--- config.mk ---
export PLATFORM = sky130hd
export DESIGN_NAME = dbhb_debounce
export DESIGN_NICKNAME = d
export VERILOG_FILES = /design/src/rtl/dbhb_pkg.sv /design/src/rtl/dbhb_debounce.sv
export SDC_FILE = /design/constraint.sdc
export NUM_CORES = 1
export LEC_CHECK = 0
export ABC_AREA = 1
export ABC_CLOCK_PERIOD_IN_PS = 4900
export BUFFER_PORTS_ARGS = -buffer_cell sky130_fd_sc_hd__buf_2
export CELL_PAD_IN_SITES_DETAIL_PLACEMENT = 1
export CELL_PAD_IN_SITES_GLOBAL_PLACEMENT = 1
export CORE_ASPECT_RATIO = 1.1
export CORE_MARGIN = 4
export CORE_UTILIZATION = 35
export CTS_CLUSTER_SIZE = 25
export DETAILED_ROUTE_END_ITERATION = 12
export PLACE_DENSITY = 0.72
export SYNTH_ARGS = -nofsm -noshare
export SYNTH_HDL_FRONTEND = slang
export SYNTH_SLANG_ARGS = --single-unit
export TNS_END_PERCENT = 30
--- constraint.sdc ---
create_clock -name clk -period 4.9 [get_ports clk]
set_input_delay 0.49 -clock clk [delete_from_list [all_inputs] [get_ports clk]]
set_output_delay 0.49 -clock clk [all_outputs]
set_load 0.01 [all_outputs]
--- src/rtl/dbhb_pkg.sv ---
// Shared types and constants for the debounced H-bridge motor controller.
// No dependencies.
`default_nettype none

package dbhb_pkg;

    localparam int POT_W   = 10;
    localparam int TICKS_W = 10;
    localparam int DUTY_W  = 8;
    localparam int COUNT_W = 11;

    localparam logic [COUNT_W-1:0] COUNT_MAX      = 11'd1024;
    localparam logic [TICKS_W-1:0] DEBOUNCE_RESET = 10'd50;
    localparam logic [DUTY_W-1:0]  DUTY_FULL      = 8'd255;

    // per-tick control into a debouncer
    typedef struct packed {
        logic step;     // a tick is being taken
        logic examine;  // raw level is looked at on this tick
    } db_ctrl_t;

endpackage

`default_nettype wire

--- src/rtl/dbhb_debounce.sv ---
// Button debouncer: steady-tick counter and accepted level for one button.
// Uses dbhb_pkg.
`default_nettype none

module dbhb_debounce
    import dbhb_pkg::*;
(
    input  wire logic               clk,
    input  wire logic               rst_n,
    input  wire db_ctrl_t           ctrl,
    input  wire logic               raw,
    input  wire logic [TICKS_W-1:0] ticks,
    output logic                    rise
);

    logic               last_reg, last_next;
    logic               stable_reg, stable_next;
    logic [COUNT_W-1:0] count_reg, count_next;
    logic [COUNT_W-1:0] count_up;
    logic               take;

    assign count_up = (count_reg >= COUNT_MAX) ? COUNT_MAX : count_reg + 1'b1;

    always_comb
    begin
        last_next   = last_reg;
        stable_next = stable_reg;
        count_next  = count_up;
        take        = 1'b0;
        if (ctrl.examine)
        begin
            if (raw != last_reg)
                count_next = '0;
            last_next = raw;
            take = (count_next > COUNT_W'(ticks)) && (raw != stable_reg);
            if (take)
                stable_next = raw;
        end
    end

    assign rise = take && raw;

    always_ff @(posedge clk or negedge rst_n)
    begin
        if (!rst_n)
        begin
            last_reg   <= 1'b0;
            stable_reg <= 1'b0;
            count_reg  <= '0;
        end
        else if (ctrl.step)
        begin
            last_reg   <= last_next;
            stable_reg <= stable_next;
            count_reg  <= count_next;
        end
    end

endmodule

`default_nettype wire

==> results of run 1 <==
[worst reg2reg max path, cell delays in order, from the launching register on]
cell and delay, ns:
dfrtp_1 0.39, ha_1 0.22, nand3_2 0.10, nor2_2 0.13
inv_1 0.08, o21ai_0 0.17, nand3_1 0.14, nor2_1 0.11
ha_1 0.25, nand2_1 0.09, inv_1 0.04, a21oi_1 0.17
nand2_1 0.07, nand2_1 0.05, nand2_1 0.04, nand2_1 0.06
nand2_1 0.05, nand2_1 0.07, nand2_2 0.06, nand3_1 0.07
nand2_1 0.06
[synth_stat cells]
master,number,area share (%)
a21oi_1,7,3.3
and3_1,1,0.60
buf_2,1,0.48
clkbuf_1,1,0.36
clkinv_1,1,0.36
dfrtp_1,13,31
ha_1,12,14
inv_1,30,11
nand2_1,28,10
nand2_2,2,1.2
nand3_1,9,4.3
nand3_2,4,3.8
nand3b_1,1,0.71
nand4_1,2,1.2
nor2_1,11,3.9
nor2_2,3,1.8
nor2_4,1,1.1
o21ai_0,7,3.3
o21ai_2,1,0.83
o22ai_1,10,6.0
xor2_1,1,0.83
[final cells by class]
cell class / count / area, um^2
well taps: 33 / 41.3
clock buffers: 4 / 26.3
inverters: 31 / 116
multi-input cells: 100 / 601
fillers: 392 / 1640
flip-flops and latches: 13 / 325
repair buffers: 15 / 75.1
[power groups by stage]
stage               registers [mW]  logic (mW)  clock network (mW)
CTS                          0.138      0.0969              0.0686
detailed placement           0.140      0.0968                   0
floorplan                    0.136      0.0703                   0
finish                       0.138      0.0954              0.0669
global route                 0.142       0.113              0.0752
global placement             0.139      0.0924                   0
[per-stage QoR]
stage,hold slack [ns],worst slack [ns],utilization [%]
after detailed placement,0.395,1.76,41.0
after floorplan,0.194,2.33,-
final,0.0907,1.56,41.9
after global placement,0.388,1.85,41.0
after CTS,0.0967,1.50,41.9
after global routing,0.103,1.21,41.9
[worst max path at each step]
stage          slack (ns)                      from    to
3_5_place_dp         1.76                       raw  rise
6_report             1.56  count_reg[0]$_DFFE_PN0P_  rise
4_1_cts              1.50  count_reg[0]$_DFFE_PN0P_  rise
3_3_place_gp         1.85                       raw  rise
2_1_floorplan        2.33  count_reg[0]$_DFFE_PN0P_  rise
5_1_grt              1.21  count_reg[0]$_DFFE_PN0P_  rise
[routing by layer]
metal  routed length, um  up-vias
met3                  70        2
met1                1190      476
met5                   0        -
li1                    -      504
met2                1330       13
met4                  23        0
[cell families (layout without fill, tap and decap cells)]
group           Yosys count  count (layout)  share of synthesized area, %
buf+inv                  33              50                          11.9
compound gates           25              25                          13.5
simple gates             62              62                          28.6
flops                    13              13                          31.0
xor+xnor                  1               1                         0.833
fa+ha+maj                12              12                          14.3
==> impl_results.md, run 1 <==
* Mapped Cells at 146
* Max frequency at 300 MHz
* Synthesized area per cell at 7.20 um^2
* Pwr Total at ~0.30 mW
* Skew-Pair Late Insertion Delay at 0.27 ns
* Placed Instances at around 190
* CP Class: flop to primary output
* Syn nets at 173
* Area growth, synth to finish at 12.7%
* DIE AREA at 3940 um^2
* Max-slew violation count at 0
* Cts bufs inserted at 3
* # DRC at 0
* Initial antenna violation count at 0
* Max Cap Viol at 0
* Reg-to-reg setup timing slack at 2.37 ns
* Power density over the cells at 253 nW/um^2
* Clock root buffer: clkbuf_4
* Sink Count at 13
* Terminus of the critical flop-to-flop path: stable_reg$_DFFE_PN0P_
* Cts repair resizes at 0
* WL final at about 2600 um
* Unrepaired setup endpoints after global routing: false
* Sw frac at 36.3%
* Met2 Usage GRT at between 20% and 30%
* Fin cells at 196
* CTS tree: done
* Number of setup buffers added after CTS at 0
* Worst endpoint data arrival time at 2.85 ns
* Grt peak-use layer: met2
* Slew headroom at 54.2%
* Skew final at 0.00159 ns
* Post-Syn Area at 1050 um^2
* Static leakage at between 0.6 and 0.7 nW
* Sequential area share after synthesis at 31.0%
* WP depth at 20
* Largest register FFs at 11
* CP endpoint kind: primary output
* Core Region at between 2000 and 3000 um^2
* CP delay by family, top: simple AND/OR/NAND/NOR gates
* Top cell by count, worst path: nand2_1
* P_sw at around 0.11 mW
* Drt wl/cell at 13.4 um
* Cell Rows at 20
* GRT Overall Usage at 15.5%
* Worst hold path type: input pin to async pin
* Vias in the first global route at 1100
* Critical Path Source Type: flop
* Seq pwr share at around 46%
* Setup violators final at 0
* Final hold violation count at 0
* Yosys warning count at 0
* Final instance area at 1180 um^2
* Final RePlAce weighted congestion at between 0.9 and 1
* CP bufs+invs at 3
* Peak supply drop at 0.000139 V
* Clock Power Share at 22.3%
* Most common cell after layout, fill and taps aside: inv_1
* H-tree depth at 1
* DRT Pass-1 Iters at 4
* Initial Utilization at 37.2%
* Worst R2R Start: count_reg[0]$_DFFE_PN0P_
* Area post-placement at 1160 um^2
* Internal Power at around 0.19 mW
* Met3 GRT Util at 0.982%
* Reg2reg path depth at 20
* Hold buffer count at CTS at 0
* Antenna Nets Post-Route at 0
* First-pass GRT wire length at around 4800 um
* Overflow after GRT at 0
* Ant diodes at 0
* Yosys cell types at 21
* Worst slew pin tran at between 0.6 and 0.7 ns
* CP max stage delay at 0.39 ns
* Hpwl dp at roughly 2200 um
* Fin crit share at 68.1%
* Tmin final at 3.34 ns
* Worst-case clock buffer depth at 2
* I/O pin cnt at 16
* Most frequent cells in the layout: inv_1 (30), nand2_1 (28), buf_2 (15), dfrtp_1 (13), ha_1 (12)
* Die Span Y at 65.5 um
* Clock slew at reported path FFs at 0.08 ns
* Critical Path RT at 4.41 ns
* Nets@finish at 191
* Vias per cell at 5.08
* CP max-delay cell: dfrtp_1
* Die width at 60.3 um
* Largest net degree at the start of global routing at 15
* Port bufs at 15
* Outcome: completed
* GR Layer Usage met1 at about a fifth
* TNS Setup at 0 ns
* CP max FO at 3
* Via count at 995
* Share of cells above drive strength 1 at 17.8%
* Logic pwr share at between 30% and 40%
* Critical Path, Cell by Cell: ha_1 -> nand3_2 -> nor2_2 -> inv_1 -> o21ai_0 -> nand3_1 -> nor2_1 -> ha_1 -> nand2_1 -> inv_1 -> a21oi_1 -> nand2_1 -> nand2_1 -> nand2_1 -> nand2_1 -> nand2_1 -> nand2_1 -> nand2_2 -> and3_1 -> buf_2
* Synth Register Bits at 13
* DR iter-0 viols at 20
No activity file was read; power rests on OpenSTA's default activity.
==> run 2: changes to the inputs <==
--- a/config.mk
+++ b/config.mk
@@ -6,7 +6,7 @@
 export NUM_CORES = 1
 export LEC_CHECK = 0
 export ABC_AREA = 1
-export ABC_CLOCK_PERIOD_IN_PS = 4900
+export ABC_CLOCK_PERIOD_IN_PS = 2900
 export BUFFER_PORTS_ARGS = -buffer_cell sky130_fd_sc_hd__buf_2
 export CELL_PAD_IN_SITES_DETAIL_PLACEMENT = 1
 export CELL_PAD_IN_SITES_GLOBAL_PLACEMENT = 1
@@ -15,7 +15,7 @@
 export CORE_UTILIZATION = 35
 export CTS_CLUSTER_SIZE = 25
 export DETAILED_ROUTE_END_ITERATION = 12
-export PLACE_DENSITY = 0.72
+export PLACE_DENSITY = 0.74
 export SYNTH_ARGS = -nofsm -noshare
 export SYNTH_HDL_FRONTEND = slang
 export SYNTH_SLANG_ARGS = --single-unit
==> constraint.sdc (replaced) <==
create_clock -name clk -period 2.9 [get_ports clk]
set_input_delay 0.29 -clock clk [delete_from_list [all_inputs] [get_ports clk]]
set_output_delay 0.29 -clock clk [all_outputs]
set_load 0.01 [all_outputs]
==> impl_results.md, run 2 (synthesis results as in run 1) <==
* Outcome: finished with violations
* Violated checks: negative setup slack
* Initial antenna violation count at 0
* Vias in the first global route at 1189
* Worst-case clock buffer depth at 2
* Worst slew pin tran at 0.477 ns
* DR iter-0 viols at 21
* # DRC at 0
* Slew headroom at 68.1%
* DRT Pass-1 Iters at 4
* Hold Path Stages at 3
* Min-delay src: raw
* Final hold violation count at 0
* CP Class: flop to primary output
* Setup violators final at 1
* CP endpoint kind: primary output
* Critical Path Source Type: flop
* Clock Power Share at 22.3%
* PnR worst setup slack at -0.151 ns
* Port bufs at 15
* Fin crit share at 105%
* H-tree depth at 1
* Worst endpoint data arrival time at about 2.8 ns
* Logic pwr share at 36.3%
* Placed Instances at about 190
* Worst R2R Start: count_reg[0]$_DFFE_PN0P_
* Area post-placement at 1170 um^2
* WL final at roughly 3500 um
* Share of cells above drive strength 1 at 34.8%
* Peak supply drop at 0.000253 V
* Clock slew at reported path FFs at 0.09 ns
* Die Span Y at 65.5 um
* Antenna Nets Post-Route at 0
* Reg-to-reg setup timing slack at 0.09 ns
* Static leakage at 0.744 nW
* Nets@finish at 212
* Hpwl dp at 2090 um
* Largest net degree at the start of global routing at 15
* P_sw at 0.226 mW
* First-pass GRT wire length at 5460 um
* Seq pwr share at between 40% and 50%
* Final Util at 53.1%
* Drt wl/cell at 16.0 um
* Skew final at 0.00213 ns
* Overflow after GRT at 0
* Critical Path RT at ~2.6 ns
* Max-slew violation count at 0
* Terminus of the critical flop-to-flop path: count_reg[6]$_DFFE_PN0P_
* Die width at 60.3 um
* Area growth, synth to finish at 43.0%
* Skew-Pair Late Insertion Delay at 0.29 ns
* Sink Count at 13
* Worst hold path type: input pin to flop
* Max frequency at 328 MHz
* Max Cap Viol at 0
* Power density over the cells at 383 nW/um^2
* CTS tree: done
* Sw frac at approximately 39%
* GRT Overall Usage at 18.6%
* Reg2reg path depth at 21
* Final RePlAce weighted congestion at about 0.8
* Hold EP: stable_reg$_DFFE_PN0P_
* Pre-CTS WS at approximately 0.15 ns
* Via count at 1144
* Fin cells at ~220
* Vias per cell at 5.27
* Largest register FFs at 11
* Cell Rows at 20
* Internal Power at 0.348 mW
* Final instance area at 1500 um^2
* Unrepaired setup endpoints after global routing: true
* I/O pin cnt at 16
* Initial Utilization at a little under two fifths
* Most frequent cells in the layout: inv_1 (28), nand2_1 (25), buf_2 (14), dfrtp_1 (13), buf_6 (13)
* Tmin final at 3.05 ns
* Clock root buffer: clkbuf_4
* Cts bufs inserted at 3
* DIE AREA at ~3900 um^2
* Most common cell after layout, fill and taps aside: inv_1
* Core Region at 2830 um^2
* CP max FO at 2
* Ant diodes at 0
* TNS Setup at -0.151 ns
run 2: area by class of cell:
cell class / instances / area (um^2)
Multi-Input combinational cell: 100 / 707
Sequential cell: 13 / 325
Inverter: 31 / 116
Fill cell: 358 / 1330
Timing Repair Buffer: 36 / 287
Clock buffer: 4 / 26.3
Tap cell: 33 / 41.3
run 2: repair_timing:
item	CTS	global route
endpoints found under the hold margin	13	0
setup buffers	19	1
gates resized for setup	3	36
setup endpoints to repair	1	3
hold buffers	1	0
pin swaps	11	15
run 2: power groups by stage:
stage / combinational (mW) / clock (mW) / sequential, mW
floorplan: 0.119 / 0 / 0.229
global placement: 0.162 / 0 / 0.233
detailed placement: 0.168 / 0 / 0.235
CTS: 0.189 / 0.125 / 0.230
global route: 0.240 / 0.142 / 0.243
finish: 0.208 / 0.128 / 0.238
run 2: worst max-delay path, stage by stage, from the launching register on:
cell and delay [ns]:
dfrtp_1 0.42, buf_6 0.12, nand3_2 0.10, nor2_4 0.14, inv_1 0.07, o21ai_1 0.15, nand3_1 0.14, nor2_1 0.17
ha_1 0.27, nand2_4 0.08, inv_2 0.04, a21oi_2 0.12, nand2_1 0.07, nand2_1 0.06, nand2_1 0.04, nand2_1 0.05
nand2_1 0.06, nand2_2 0.07, nand2_2 0.05, and3_4 0.14, buf_6 0.11
run 2: layer usage:
layer  global-route usage (%)  vias to the layer above  wire, um  share of wire (%)
li1                         -                      548         -                  -
met1                     21.9                      561      1480                 42
met2                     32.8                       28      1800                 52
met3                     1.77                        7       104                3.0
met4                     8.86                        0        93                2.7
met5                        0                        -         0                  0
run 2: how the worst max path moves through the flow:
stage | startpoint | end | slack (ns) | cells after the start
final | count_reg[0]$_DFFE_PN0P_ | rise | -0.15 | 20
after detailed placement | count_reg[0]$_DFFE_PN0P_ | rise | 0.15 | 20
after global routing | count_reg[0]$_DFFE_PN0P_ | rise | -0.41 | 20
after CTS | count_reg[0]$_DFFE_PN0P_ | rise | -0.1 | 20
after global placement | count_reg[0]$_DFFE_PN0P_ | rise | 0.24 | 20
after floorplan | count_reg[0]$_DFFE_PN0P_ | rise | 0.53 | 19
run 2: through the flow:
step | total power, mW | hold WS (ns)
floorplan | 0.348 | -0.00559
global placement | 0.395 | 0.204
detailed placement | 0.403 | 0.207
CTS | 0.543 | 0.278
global route | 0.625 | 0.276
finish | 0.575 | 0.264
==> run 3: changes to the inputs <==
--- a/config.mk
+++ b/config.mk
@@ -16,6 +16,8 @@
 export CTS_CLUSTER_SIZE = 25
 export DETAILED_ROUTE_END_ITERATION = 12
 export PLACE_DENSITY = 0.74
+export RECOVER_POWER = 25
+export SLEW_MARGIN = 0
 export SYNTH_ARGS = -nofsm -noshare
 export SYNTH_HDL_FRONTEND = slang
 export SYNTH_SLANG_ARGS = --single-unit
==> impl_results.md, run 3 (synthesis results as in run 1) <==
* Seq pwr share at approximately 41%
* CP max stage delay at about 0.42 ns
* Critical Path, Cell by Cell: buf_6 -> nand3_2 -> nor2_4 -> inv_1 -> o21ai_1 -> nand3_1 -> nor2_1 -> ha_1 -> nand2_4 -> inv_2 -> a21oi_2 -> nand2_1 -> nand2_1 -> nand2_1 -> nand2_1 -> nand2_1 -> nand2_2 -> nand2_2 -> and3_4 -> buf_6
* WL final at 3470 um
* Worst endpoint data arrival time at 2.76 ns
* Final hold violation count at 0
* Via count at about 1100
* Slew headroom at 50.1%
* Placed Instances at between 150 and 200
* Met2 Usage GRT at 32.8%
* Terminus of the critical flop-to-flop path: count_reg[6]$_DFFE_PN0P_
* Clock Power Share at between 20% and 30%
* CP delay by family, top: simple AND/OR/NAND/NOR gates
* Max Cap Viol at 0
* Most frequent cells in the layout: inv_1 (28), nand2_1 (25), dfrtp_1 (13), buf_2 (13), buf_6 (13)
* Die width at between 60 and 70 um
* Area growth, synth to finish at 42.9%
* Worst-case clock buffer depth at 2
* Cts bufs inserted at 3
* Sink Count at 13
* CP endpoint kind: primary output
* Clock slew at reported path FFs at 0.09 ns
* Die Span Y at roughly 65 um
* Unrepaired setup endpoints after global routing: true
* Met3 GRT Util at 1.77%
* Internal Power at 0.348 mW
* GR Layer Usage met1 at between 20 and 25%
* P_sw at roughly 0.23 mW
* First-pass GRT wire length at 5460 um
* Ant diodes at 0
* Final Util at 53.1%
* CP bufs+invs at 4
* Fin cells at 217
* Skew final at 0.00266 ns
* DR iter-0 viols at 21
* Initial antenna violation count at 0
* DIE AREA at around 3900 um^2
* Vias in the first global route at 1189
* Critical Path Source Type: flop
* DRT Pass-1 Iters at 4
* Reg-to-reg setup timing slack at 0.09 ns
* PnR worst setup slack at -0.153 ns
* Drt wl/cell at 16.0 um
* Max frequency at 328 MHz
* Reg2reg path depth at 21
* Nets@finish at 212
* Share of cells above drive strength 1 at approximately 34%
* CP max FO at 2
* Largest net degree at the start of global routing at 15
* Max-slew violation count at 0
* Critical Path RT at ~2.6 ns
* Skew-Pair Late Insertion Delay at 0.29 ns
* CTS tree: done
* Worst R2R Start: count_reg[0]$_DFFE_PN0P_
* Most common cell after layout, fill and taps aside: inv_1
* Logic pwr share at a little over a third
* Initial Utilization at between 30% and 40%
* Fin crit share at 105%
* Vias per cell at 5.27
* I/O pin cnt at 16
* Top cell by count, worst path: nand2_1
* Worst hold path type: input pin to flop
* Crit path from: count_reg[0]$_DFFE_PN0P_
* Port bufs at 15
* Final RePlAce weighted congestion at 0.777
* Power density over the cells at ~380 nW/um^2
* Grt peak-use layer: met2
* WP depth at 20
* Static leakage at between 0.7 and 0.8 nW
* Violated checks: negative setup slack
* Setup violators final at 1
* Peak supply drop at 0.000253 V
* Outcome: finished with violations
* CP Class: flop to primary output
* # DRC at 0
* Largest register FFs at 11
* Cell Rows at 20
* Antenna Nets Post-Route at 0
* Fillers at about 360
* H-tree depth at 1
* Clock root buffer: clkbuf_4
* GRT Overall Usage at 18.6%
* Critical Path Sink: rise
* CP max-delay cell: dfrtp_1
* Worst slew pin tran at approximately 0.75 ns
* Tmin final at roughly 3.1 ns
* Sw frac at 39.4%
* Core Region at 2830 um^2
* Hpwl dp at 2090 um
* Overflow after GRT at 0
run 3: cell count changes in the layout (fill, tap and decap cells not counted), sizes merged:
| cell | previous run | this run |
|---|---|---|
| clkbuf | 4 | 5 |
| buf | 35 | 34 |
run 3: through the flow:
step,setup TNS [ns],hold WS (ns),total power [mW],instance area [um^2],setup WS (ns)
after floorplan,0,-0.00559,0.348,1050,0.535
after CTS,-0.0984,0.278,0.543,1340,-0.0984
after global placement,0,0.204,0.395,1170,0.245
after detailed placement,0,0.207,0.403,1170,0.148
after global routing,-0.444,0.276,0.625,1500,-0.413
final,-0.153,0.264,0.575,1500,-0.153
run 3: metal layers:
metal  wire [um]  share of wire (%)
met3         104                3.0
met2        1800                 52
met4          93                2.7
met5           0                  0
met1        1480                 42
run 3: layout make-up:
cell class	count	area, um^2	area share (%)
tap	33	41.3	2.75
sequential	13	325	21.7
clock buffer	4	26.3	1.75
inverter	31	116	7.75
multi-input combinational	100	707	47.1
timing repair buffer	36	285	19.0
run 3: how the worst min path moves through the flow:
stage / endpoint / cells after the start / slack (ns) / start
after CTS: stable_reg$_DFFE_PN0P_ / 3 / 0.28 / raw
after global routing: stable_reg$_DFFE_PN0P_ / 3 / 0.28 / raw
after detailed placement: count_reg[4]$_DFFE_PN0P_ / 1 / 0.21 / rst_n
after global placement: count_reg[4]$_DFFE_PN0P_ / 1 / 0.20 / rst_n
final: stable_reg$_DFFE_PN0P_ / 3 / 0.26 / raw
after floorplan: count_reg[0]$_DFFE_PN0P_ / 0 / -0.006 / rst_n
run 3: worst reg2reg max path, delay by kind of cell (launching register included):
family                   cells  cell delay, ns
AO/OA/AOI/OAI                2            0.21
adder cells (fa/ha/maj)      1            0.18
buffers and inverters       15            1.58
flip-flops                   1            0.42
AND/OR/NAND/NOR              3            0.31
run 3: timing repair:
action	CTS	global route
gates resized for setup	3	36
hold buffers	1	0
pin swaps	11	15
endpoints found under the setup margin	1	3
endpoints found under the hold margin	13	0
buffers inserted	19	1
run 3: power groups by stage:
stage          clock [mW]  combinational [mW]  sequential [mW]
2_1_floorplan           0               0.119            0.229
3_3_place_gp            0               0.162            0.233
3_5_place_dp            0               0.168            0.235
4_1_cts             0.125               0.189            0.230
5_1_grt             0.142               0.240            0.243
6_report            0.129               0.208            0.238
